<file path="src/rrf_pkg.sv">
// rrf_pkg: shared constants and types for the rolling fingerprint block.
// No dependencies; used by every module under src except rrf_ram.
`timescale 1ns / 1ps

package rrf_pkg;

  // window length in bytes
  localparam int WINDOW_BYTES = 48;

  // field widths
  localparam int WORD_W = 63;
  localparam int BYTE_W = 8;

  // window position and fill counter widths
  localparam int POS_W  = $clog2(WINDOW_BYTES);
  localparam int FILL_W = $clog2(WINDOW_BYTES + 1);

  // basis sweep: x^k mod P is captured at these step numbers
  localparam int LEAVE_STEP  = 8 * WINDOW_BYTES;
  localparam int REDUCE_STEP = WORD_W;
  localparam int LAST_STEP   = (LEAVE_STEP > REDUCE_STEP) ? (LEAVE_STEP + 7)
                                                          : (REDUCE_STEP + 7);
  localparam int STEP_W      = $clog2(LAST_STEP + 1);

  typedef logic [WORD_W-1:0] word_t;
  typedef logic [BYTE_W-1:0] byte_t;

  // precomputed words: leave[j] = x^(8W+j) mod P, reduce[i] = x^(63+i) mod P
  typedef struct packed {
    word_t [7:0] leave;
    word_t [7:0] reduce;
  } basis_set_t;

  // one beat held between the window stage and the fold
  typedef struct packed {
    byte_t data_byte;
    logic  restart;
    byte_t old_byte;
    logic  window_full;
  } stage_t;

endpackage

</file>
<file path="src/rabin_rolling_fingerprint.sv">
// Rolling Rabin fingerprint top level: handshakes, fold logic, result register.
// Depends on rrf_pkg, rrf_basis, rrf_window.
`timescale 1ns / 1ps

// Takes one byte per beat and returns one 63-bit fingerprint beat per input beat, over the last
// 48 bytes, modulo x^63 + poly_low_terms. Throughput is one byte per clock while no basis sweep
// runs and the output is not stalled; the byte is caught in the window read stage at the
// accepting edge and its result is loaded into the result register, raising out_valid, once
// that register is free. After reset and after every write of poly_low_terms, the basis unit
// steps x^k mod P one power per cycle until every basis word is captured; in_ready and
// cfg_ready are low for that time. A polynomial write keeps the current window and
// fingerprint as they are.
module rabin_rolling_fingerprint (
  input  logic           clk,
  input  logic           rst,
  input  logic           cfg_valid,
  output logic           cfg_ready,
  input  rrf_pkg::word_t poly_low_terms,
  input  logic           in_valid,
  output logic           in_ready,
  input  rrf_pkg::byte_t data_byte,
  input  logic           restart,
  output logic           out_valid,
  input  logic           out_ready,
  output rrf_pkg::word_t fingerprint,
  output logic           window_full
);

  logic                busy;
  rrf_pkg::basis_set_t basis;
  rrf_pkg::stage_t     stage;
  logic                in_accept;
  logic                s1_valid;
  logic                s1_move;
  rrf_pkg::word_t      running_print;
  rrf_pkg::word_t      cur;
  rrf_pkg::word_t      reduce_sum;
  rrf_pkg::word_t      leave_sum;
  rrf_pkg::word_t      print_next;

  rrf_basis u_basis (
    .clk      (clk),
    .rst      (rst),
    .cfg_valid(cfg_valid),
    .cfg_ready(cfg_ready),
    .cfg_data (poly_low_terms),
    .busy     (busy),
    .basis    (basis)
  );

  rrf_window u_window (
    .clk      (clk),
    .rst      (rst),
    .take     (in_accept),
    .data_byte(data_byte),
    .restart  (restart),
    .stage    (stage)
  );

  // flow control: stage 1 moves into the result register when it is free
  assign s1_move   = s1_valid && (!out_valid || out_ready);
  assign in_ready  = !busy && (!s1_valid || s1_move);
  assign in_accept = in_valid && in_ready;

  always_ff @(posedge clk) begin
    if (rst) begin
      s1_valid  <= 1'b0;
      out_valid <= 1'b0;
    end else begin
      if (in_accept) begin
        s1_valid <= 1'b1;
      end else if (s1_move) begin
        s1_valid <= 1'b0;
      end
      if (s1_move) begin
        out_valid <= 1'b1;
      end else if (out_ready) begin
        out_valid <= 1'b0;
      end
    end
  end

  // fold: cur * x^8 + byte - old * x^(8W), all mod P
  assign cur = stage.restart ? '0 : running_print;

  always_comb begin
    reduce_sum = '0;
    leave_sum  = '0;
    for (int i = 0; i < 8; i++) begin
      if (cur[55 + i]) begin
        reduce_sum = reduce_sum ^ basis.reduce[i];
      end
      if (stage.old_byte[i]) begin
        leave_sum = leave_sum ^ basis.leave[i];
      end
    end
  end

  assign print_next = {cur[54:0], stage.data_byte} ^ reduce_sum ^ leave_sum;

  always_ff @(posedge clk) begin
    if (rst) begin
      running_print <= '0;
    end else if (s1_move) begin
      running_print <= print_next;
    end
  end

  // result register
  always_ff @(posedge clk) begin
    if (s1_move) begin
      fingerprint <= print_next;
      window_full <= stage.window_full;
    end
  end

  // no beat enters while the basis is being rebuilt
  assert property (@(posedge clk) disable iff (rst) busy |-> !in_accept)
    else $error("input beat accepted during basis sweep");

  // a held stage-1 beat is never overwritten
  assert property (@(posedge clk) disable iff (rst) (s1_valid && !s1_move) |-> !in_accept)
    else $error("stage 1 overwritten while stalled");

  // a result only follows a beat in stage 1
  assert property (@(posedge clk) disable iff (rst) $rose(out_valid) |-> $past(s1_valid))
    else $error("result without a stage-1 beat");

  // a polynomial write always starts a sweep
  assert property (@(posedge clk) disable iff (rst) (cfg_valid && cfg_ready) |=> busy)
    else $error("polynomial write did not start basis sweep");

endmodule

</file>
<file path="src/rrf_ram.sv">
// rrf_ram: generic single-write, single-read RAM with registered read data.
// Read-first on a same-address write. No dependencies.
`timescale 1ns / 1ps

module rrf_ram #(
  parameter int WIDTH = 8,
  parameter int DEPTH = 48
) (
  input  logic                     clk,
  input  logic                     we,
  input  logic [$clog2(DEPTH)-1:0] waddr,
  input  logic [WIDTH-1:0]         wdata,
  input  logic                     re,
  input  logic [$clog2(DEPTH)-1:0] raddr,
  output logic [WIDTH-1:0]         rdata
);

  logic [WIDTH-1:0] mem [DEPTH];

  // write port
  always_ff @(posedge clk) begin
    if (we) begin
      mem[waddr] <= wdata;
    end
  end

  // registered read, old data on collision
  always_ff @(posedge clk) begin
    if (re) begin
      rdata <= mem[raddr];
    end
  end

endmodule

</file>
<file path="src/rrf_basis.sv">
// rrf_basis: polynomial register and the basis sweep (one multiply by x per cycle).
// Depends on rrf_pkg.
`timescale 1ns / 1ps

module rrf_basis (
  input  logic                clk,
  input  logic                rst,
  input  logic                cfg_valid,
  output logic                cfg_ready,
  input  rrf_pkg::word_t      cfg_data,
  output logic                busy,
  output rrf_pkg::basis_set_t basis
);

  rrf_pkg::word_t              poly;
  rrf_pkg::word_t              v;
  logic [rrf_pkg::STEP_W-1:0]  step;
  logic [rrf_pkg::STEP_W-1:0]  leave_off;
  logic [rrf_pkg::STEP_W-1:0]  reduce_off;
  logic                        in_leave;
  logic                        in_reduce;
  rrf_pkg::word_t              v_next;
  logic                        cfg_accept;

  assign cfg_ready  = !busy;
  assign cfg_accept = cfg_valid && cfg_ready;

  // v * x mod P
  assign v_next = {v[rrf_pkg::WORD_W-2:0], 1'b0} ^ (v[rrf_pkg::WORD_W-1] ? poly : '0);

  // capture windows of the sweep
  assign leave_off  = step - rrf_pkg::STEP_W'(rrf_pkg::LEAVE_STEP);
  assign reduce_off = step - rrf_pkg::STEP_W'(rrf_pkg::REDUCE_STEP);
  assign in_leave   = (step >= rrf_pkg::STEP_W'(rrf_pkg::LEAVE_STEP)) &&
                      (step <= rrf_pkg::STEP_W'(rrf_pkg::LEAVE_STEP + 7));
  assign in_reduce  = (step >= rrf_pkg::STEP_W'(rrf_pkg::REDUCE_STEP)) &&
                      (step <= rrf_pkg::STEP_W'(rrf_pkg::REDUCE_STEP + 7));

  // sweep control: restart on reset and on every polynomial write
  always_ff @(posedge clk) begin
    if (rst) begin
      poly <= rrf_pkg::WORD_W'(1);
      v    <= rrf_pkg::WORD_W'(1);
      step <= '0;
      busy <= 1'b1;
    end else if (cfg_accept) begin
      poly <= cfg_data;
      v    <= rrf_pkg::WORD_W'(1);
      step <= '0;
      busy <= 1'b1;
    end else if (busy) begin
      v    <= v_next;
      step <= step + rrf_pkg::STEP_W'(1);
      if (step == rrf_pkg::STEP_W'(rrf_pkg::LAST_STEP)) begin
        busy <= 1'b0;
      end
    end
  end

  // basis words, filled during the sweep
  always_ff @(posedge clk) begin
    if (busy && in_leave) begin
      basis.leave[leave_off[2:0]] <= v;
    end
    if (busy && in_reduce) begin
      basis.reduce[reduce_off[2:0]] <= v;
    end
  end

endmodule

</file>
<file path="src/rrf_window.sv">
// rrf_window: window byte store, write position and fill count; registers one beat.
// Depends on rrf_pkg and rrf_ram.
`timescale 1ns / 1ps

module rrf_window (
  input  logic            clk,
  input  logic            rst,
  input  logic            take,
  input  rrf_pkg::byte_t  data_byte,
  input  logic            restart,
  output rrf_pkg::stage_t stage
);

  logic [rrf_pkg::POS_W-1:0]  pos;
  logic [rrf_pkg::POS_W-1:0]  pos_eff;
  logic [rrf_pkg::POS_W-1:0]  pos_next;
  logic [rrf_pkg::FILL_W-1:0] fill;
  logic [rrf_pkg::FILL_W-1:0] fill_eff;
  logic [rrf_pkg::FILL_W-1:0] fill_next;
  logic                       old_valid;
  logic                       old_valid_q;
  rrf_pkg::byte_t             ram_rdata;
  rrf_pkg::byte_t             byte_q;
  logic                       restart_q;
  logic                       full_q;

  // restart clears position and fill before this byte
  assign pos_eff   = restart ? '0 : pos;
  assign fill_eff  = restart ? '0 : fill;
  // slot holds a live byte only once the window has filled
  assign old_valid = (fill_eff == rrf_pkg::FILL_W'(rrf_pkg::WINDOW_BYTES));
  assign fill_next = old_valid ? fill_eff : fill_eff + rrf_pkg::FILL_W'(1);
  assign pos_next  = (pos_eff == rrf_pkg::POS_W'(rrf_pkg::WINDOW_BYTES - 1)) ?
                     '0 : pos_eff + rrf_pkg::POS_W'(1);

  always_ff @(posedge clk) begin
    if (rst) begin
      pos  <= '0;
      fill <= '0;
    end else if (take) begin
      pos  <= pos_next;
      fill <= fill_next;
    end
  end

  // beat payload
  always_ff @(posedge clk) begin
    if (take) begin
      byte_q      <= data_byte;
      restart_q   <= restart;
      old_valid_q <= old_valid;
      full_q      <= (fill_next == rrf_pkg::FILL_W'(rrf_pkg::WINDOW_BYTES));
    end
  end

  // read the leaving byte and overwrite it with the new one in the same cycle
  rrf_ram #(
    .WIDTH(rrf_pkg::BYTE_W),
    .DEPTH(rrf_pkg::WINDOW_BYTES)
  ) u_ram (
    .clk  (clk),
    .we   (take),
    .waddr(pos_eff),
    .wdata(data_byte),
    .re   (take),
    .raddr(pos_eff),
    .rdata(ram_rdata)
  );

  assign stage.data_byte   = byte_q;
  assign stage.restart     = restart_q;
  assign stage.old_byte    = old_valid_q ? ram_rdata : '0;
  assign stage.window_full = full_q;

endmodule
</file>
<file path="config.mk">
export PLATFORM = sky130hd
export DESIGN_NAME = rabin_rolling_fingerprint
export DESIGN_NICKNAME = d
export VERILOG_FILES = /design/src/rrf_pkg.sv /design/src/rabin_rolling_fingerprint.sv /design/src/rrf_ram.sv /design/src/rrf_basis.sv /design/src/rrf_window.sv
export SDC_FILE = /design/constraint.sdc
export NUM_CORES = 2
export LEC_CHECK = 0
export BUFFER_PORTS_ARGS = -buffer_cell sky130_fd_sc_hd__buf_4
export CORE_ASPECT_RATIO = 1.5
export CORE_MARGIN = 2
export CORE_UTILIZATION = 25
export CTS_BUF_LIST = sky130_fd_sc_hd__clkbuf_8
export DETAILED_ROUTE_END_ITERATION = 16
export PLACE_DENSITY = 0.44
export SYNTH_ARGS = -nofsm -noshare
export SYNTH_HDL_FRONTEND = slang
export SYNTH_SLANG_ARGS = --single-unit
</file>
<file path="constraint.sdc">
create_clock -name clk -period 14.72 [get_ports clk]
set_clock_uncertainty 0.1 [all_clocks]
set_input_delay 0 -clock clk [delete_from_list [all_inputs] [get_ports clk]]
set_output_delay 0 -clock clk [all_outputs]
set_load 0.03 [all_outputs]
</file>
---- Yosys cells after proc, flatten, opt, wreduce, memory -nomap -nowiden ----
Memories as Yosys holds them, arrays and structs flattened. A register that Yosys moved wholly into a read port is not among the register bits.
Cells that the tools add are included.
word-level totals
  register bits ........................... 1296
  memory bits (writable) .................. 384
  input bits .............................. 77
  memories kept ........................... 1
memory list
  name                words  width  read ports  clocked after Yosys merged registers in  write ports  line           source
  u_window.u_ram.mem  48     8      1           1                                        1            rrf_ram.sv:18  logic [WIDTH-1:0] mem [DEPTH];
cells by class
  $add $sub $neg .......................... 5
  magnitude comparators ................... 8
  equality and inequality tests ........... 4
  multiplexer cells ....................... 37
  bitwise gates (word level) .............. 17
  reduce and logical (&&, ||, !) cells .... 18
operators with widths
  cell                                                                                  count
  63-bit 2-to-1 mux                                                                     20
  63-bit XOR                                                                            17
  504-bit bitwise mux                                                                   2
  63-bit demux with 3-bit select                                                        2
  6-bit 2-to-1 mux                                                                      4
  6-bit == test (second input constant)                                                 3
  6-bit by 1-bit adder with 6-bit output (second input constant)                        2
  1-bit logical AND                                                                     10
  9-bit by 1-bit adder with 9-bit output (second input constant)                        1
  9-bit == test (second input constant)                                                 1
  9-bit by 6-bit greater-or-equal comparator with 1-bit output (second input constant)  1
  9-bit greater-or-equal comparator (second input constant)                             1
  9-bit by 7-bit <= comparator with 1-bit output (second input constant)                1
  9-bit <= comparator (second input constant)                                           1
  3-bit by 4-bit less-than comparator with 1-bit output (second input constant)         2
  1-bit 2-to-1 mux                                                                      8
  8-bit 2-to-1 mux                                                                      1
  3-bit by 1-bit greater-or-equal comparator with 1-bit output (second input constant)  2
  2-bit nonzero test                                                                    2
  1-bit zero test                                                                       3
  3-bit by 1-bit subtractor with 3-bit output (second input constant)                   1
  3-bit subtractor (second input constant)                                              1
  1-bit logical OR                                                                      2
  2-bit OR reduction                                                                    1

---- Logic depth before layout (Yosys ltp) ----
  depth in word-level cells ............... 18
  depth in mapped cells ................... 13
  depth with buffers taken out ............ 9

---- By module ----
Synthesis repeated with hierarchy kept, for this count alone.
unflattened totals
  cell total of the unflattened synthesis .. 5228
  area total of the unflattened synthesis .. 70995.6 µm²
by module, submodules not included
  module                     times used  cells each  area each (µm²)  seq. area each (µm²)
  rrf_basis                  1           1716        35993.3          32991.6
  rabin_rolling_fingerprint  1           2615        18481.5          3223.1
  rrf_ram                    1           793         15429.8          11771.3
  rrf_window                 1           104         1091.0           570.5

---- Worst setup path after synthesis ----
OpenSTA, ideal clock, no wires.
  path type ............................... flip-flop to flip-flop
  from .................................... register u_basis.step[1] (netlist bit)
  to ...................................... register u_basis.basis[100] (netlist name)
  library setup time ...................... 0.561 ns
  arrival ................................. 5.818 ns
  setup slack ............................. 8.241 ns
  stages on the path, launching flop included .. 9
  buffers on the path ..................... 1
  cells stage by stage .................... dfxtp_1 > ha_1 > clkbuf_1 > a21oi_1 > nor4_1 > a31oi_1 > nor4_1 > nand2b_1 > nor3_1
on the way
  longest elaborated chain between the ends .. 3
  elaborated cells on any way between the ends .. 4
RTL lines
  item                                                                                                                                   line                              source
  start: declaration                                                                                                                     rrf_basis.sv:17                   logic [rrf_pkg::STEP_W-1:0] step;
  start signal: assignment                                                                                                               rrf_basis.sv:53                   step <= step + rrf_pkg::STEP_W'(1);
  9-bit by 6-bit greater-or-equal comparator with 1-bit output / 9-bit by 7-bit <= comparator with 1-bit output (equally long branches)  rrf_basis.sv:36, rrf_basis.sv:37
  1-bit logical AND (*)                                                                                                                  rrf_basis.sv:36                   assign in_reduce = (step >= rrf_pkg::STEP_W'(rrf_pkg::REDUCE_STEP)) &&
  1-bit logical AND (*)                                                                                                                  rrf_basis.sv:65                   if (busy && in_reduce) begin
Every way passes the cells marked *; elsewhere a longest branch is shown, timed or not.
A chain may end at the register's enable or synchronous reset.

---- Final worst setup path ----
  from .................................... register u_window.pos[0] (netlist bit)
  to ...................................... memory u_window.u_ram.mem[45][2] (enable)
on the way
  longest elaborated chain between the ends .. 1
RTL lines
  item                      line              source
  start: declaration        rrf_window.sv:14  logic [rrf_pkg::POS_W-1:0] pos;
  start signal: assignment  rrf_window.sv:41  pos <= pos_next;
  6-bit 2-to-1 mux          rrf_window.sv:28  assign pos_eff = restart ? '0 : pos;
  end: declaration          rrf_ram.sv:18
No other way between the ends.

==> results.sh <==
export IMPL_status="finished, violations left"
export IMPL_violations="DRC"
export IMPL_clock_sinks=1688
export IMPL_fin_crit_ps=4530
export IMPL_synth_nets=5451
export IMPL_grt_remaining_overflow=0
export IMPL_die_h_um=656
export IMPL_mostFrequentLayoutCell="edfxtp_1"
export IMPL_io_pins=144
export IMPL_drtAntennaViolNets=0
export IMPL_fmax_mhz=221
export IMPL_cts_setup_buffers=0
export IMPL_drv_cap=0
export IMPL_p_leak_uw=0.0279
export IMPL_synth_edf_count=1475
export IMPL_ir_worst_vdd_mv=0.0663
export IMPL_crit_required_ps=15170
export IMPL_cts_root_buf="clkbuf_8"
export IMPL_crit_path_max_fanout=36
export IMPL_cts_buffer_depth=4
export IMPL_routabilityCongestion=0.931
export IMPL_ys_ff_latch=1688
export IMPL_hold_violations=0
export IMPL_syn_area_per_cell_um2=13.2
export IMPL_max_slew_margin_rel=0.125
export IMPL_viasPerCell=4.47
export IMPL_async_flop_share=0
export IMPL_grt_usage=0.168
export IMPL_synth_xor_area_frac=0.137
export IMPL_die_x_um=439
export IMPL_initialDrtViolationCount=3606
export IMPL_start_util=0.251
export IMPL_htreeDepth=5
export IMPL_finalSetupTns_ps=0
export IMPL_setup_viol=0
export IMPL_drc=10
export IMPL_die_area_um2=288000
export IMPL_synth_mux_area_frac=0.0118
export IMPL_powerDensity_nw_per_um2=111
export IMPL_cp_slowest_cell="nor2_1"
export IMPL_vias=44200
export IMPL_cts_buffers=294
export IMPL_dp_slack_ps=10300
export IMPL_cp_start_kind="flop"
export IMPL_dp_hpwl_mm=149
export IMPL_rows=239
export IMPL_layout_common_cells="1475 x edfxtp_1, 1337 x nand2_1, 720 x xnor2_1"
export IMPL_drive_gt1_frac=0.116
export IMPL_routedWlPerCell_um=25.0
export IMPL_core_um2=282000
export IMPL_post_route_period_util=0.308
export IMPL_layout_nets=6007
export IMPL_syn_area_um2=70900
export IMPL_crit_type="reg -> reg"
export IMPL_synth_compound_area_frac=0.0437
export IMPL_synthCells=5370
export IMPL_grt_antenna_before_repair=8
export IMPL_grt_pass1_wl_mm=344
export IMPL_path_cells="buf_4, buf_4, nand2b_1, nor2_1, nand2_1, nor2_1"
export IMPL_yosysWarnings=0
export IMPL_tightest_slew_ps=1310
export IMPL_fill_cells=28500
export IMPL_yosys_area_share_adder=0.000706
export IMPL_area_delta_synth_final_pct=19.4
export IMPL_hold_path_class="in -> reg"
export IMPL_endpoint_kind="flop"
export IMPL_cp_arrival_ps=4980
export IMPL_synth_cell_type_count=66
export IMPL_grt_pass1_vias=44800
export IMPL_rsz0062_at_grt="no"
export IMPL_cts_tree="built"
export IMPL_worst_slack_ps=10190
export IMPL_synth_top_flop_cell="edfxtp_1"
export IMPL_first_pass_iters=14
export IMPL_io_buffers=143
export IMPL_yosys_area_share_simple=0.103
export IMPL_clkTransAtPathRegs_ps=70
export IMPL_grt_max_degree=101
export IMPL_slew_viol_final=0
export IMPL_seq_area_frac_synth=0.685
export IMPL_wirelength_mm=247
export IMPL_synth_top_family_by_area="XOR/XNOR gates"
export IMPL_max_stage_delay_ps=770
export IMPL_worstSkewPairLatency_ps=960
==> cell type report <==
type	count	area, um^2	share of cell area
sequential	1688	48600	0.574
multi-input combinational	3398	21200	0.250
timing repair buffer	529	4690	0.0554
tap	3735	4670	0.0552
clock buffer	330	4540	0.0536
clock inverter	182	962	0.0114
inverter	15	61.3	0.000724
antenna	3	7.51	0.0000886
==> report_power, final <==
group / switching [uW] / internal (uW) / total [uW]
logic: 59.5 / 42.3 / 102
registers: 6.07 / 5150 / 5160
clock network: 1990 / 2160 / 4150
==> layer usage <==
| layer | vias to the layer above | wire length, um | track usage |
|---|---|---|---|
| li1 | 19800 | - | - |
| met1 | 22600 | 97200 | 0.197 |
| met2 | 1402 | 130000 | 0.308 |
| met3 | 423 | 11400 | 0.0231 |
| met4 | 0 | 8860 | 0.0585 |
| met5 | - | 0 | 0 |
==> kinds of logic after synthesis <==
| family | count (synthesis) |
|---|---|
| flops | 1688 |
| simple gates | 1830 |
| xor+xnor | 1034 |
| fa+ha+maj | 4 |
| compound gates | 455 |
| buf+inv | 284 |
| mux | 75 |
==> stage by stage <==
stage                util  instances  hold slack, ps  cell area (um^2)  total power, uW
floorplan               -       5370           -1.13             70900             5270
global placement    0.271       9097             146             76500             5330
detailed placement  0.271       9097             154             76500             5330
CTS                 0.300       9877            39.7             84700             9520
global route        0.300       9880            83.9             84700             9720
finish              0.300       9880             100             84700             9400
==> critical path: cells and delay by family (launching register included) <==
kind,cells,cell delay [ps]
and+or+nand+nor,4,2320
DFF,1,750
buffers and inverters,2,920
==> synth_stat cells (51+ instances only) <==
| cell | instances | share of area |
|---|---|---|
| nand2_1 | 1339 | 0.071 |
| o21ai_0 | 52 | 0.0037 |
| nand3_1 | 51 | 0.0036 |
| a21oi_1 | 146 | 0.010 |
| a211oi_1 | 70 | 0.0074 |
| clkbuf_1 | 103 | 0.0055 |
| edfxtp_1 | 1475 | 0.62 |
| dfxtp_1 | 213 | 0.060 |
| xor2_1 | 268 | 0.033 |
| nor2_1 | 293 | 0.016 |
| buf_2 | 120 | 0.0085 |
| xnor2_1 | 720 | 0.089 |
==> sequential cells by signal, summed over array words and instances (netlist names), 6 cells and up <==
register and cells:
u_basis.basis 1008, u_window.u_ram.mem 384, fingerprint 63, running_print 63
u_basis.poly 63, u_basis.v 63, u_basis.step 9, u_window.byte_q 8
u_window.u_ram.rdata 8, u_window.fill 6, u_window.pos 6
==> final timing paths <==
| kind | startpoint | cells past startpoint | slack, ps | endpoint |
|---|---|---|---|---|
| setup / recovery | u_window.pos[0] | 6 | 10190 | u_window.u_ram.mem[45][2] |
| hold / removal | data_byte[1] | 2 | 100 | u_window.u_ram.mem[1][1] |
| setup reg to reg | u_window.pos[0] | 6 | 10190 | u_window.u_ram.mem[45][2] |
| hold reg to reg | running_print[11] | 2 | 370 | running_print[11] |
==> what timing repair did <==
action	4_1_cts	5_1_grt
gates resized for setup	0	0
hold buffers	268	0
hold endpoints to repair	571	0
Note: power is estimated with default switching activity, not from simulation.
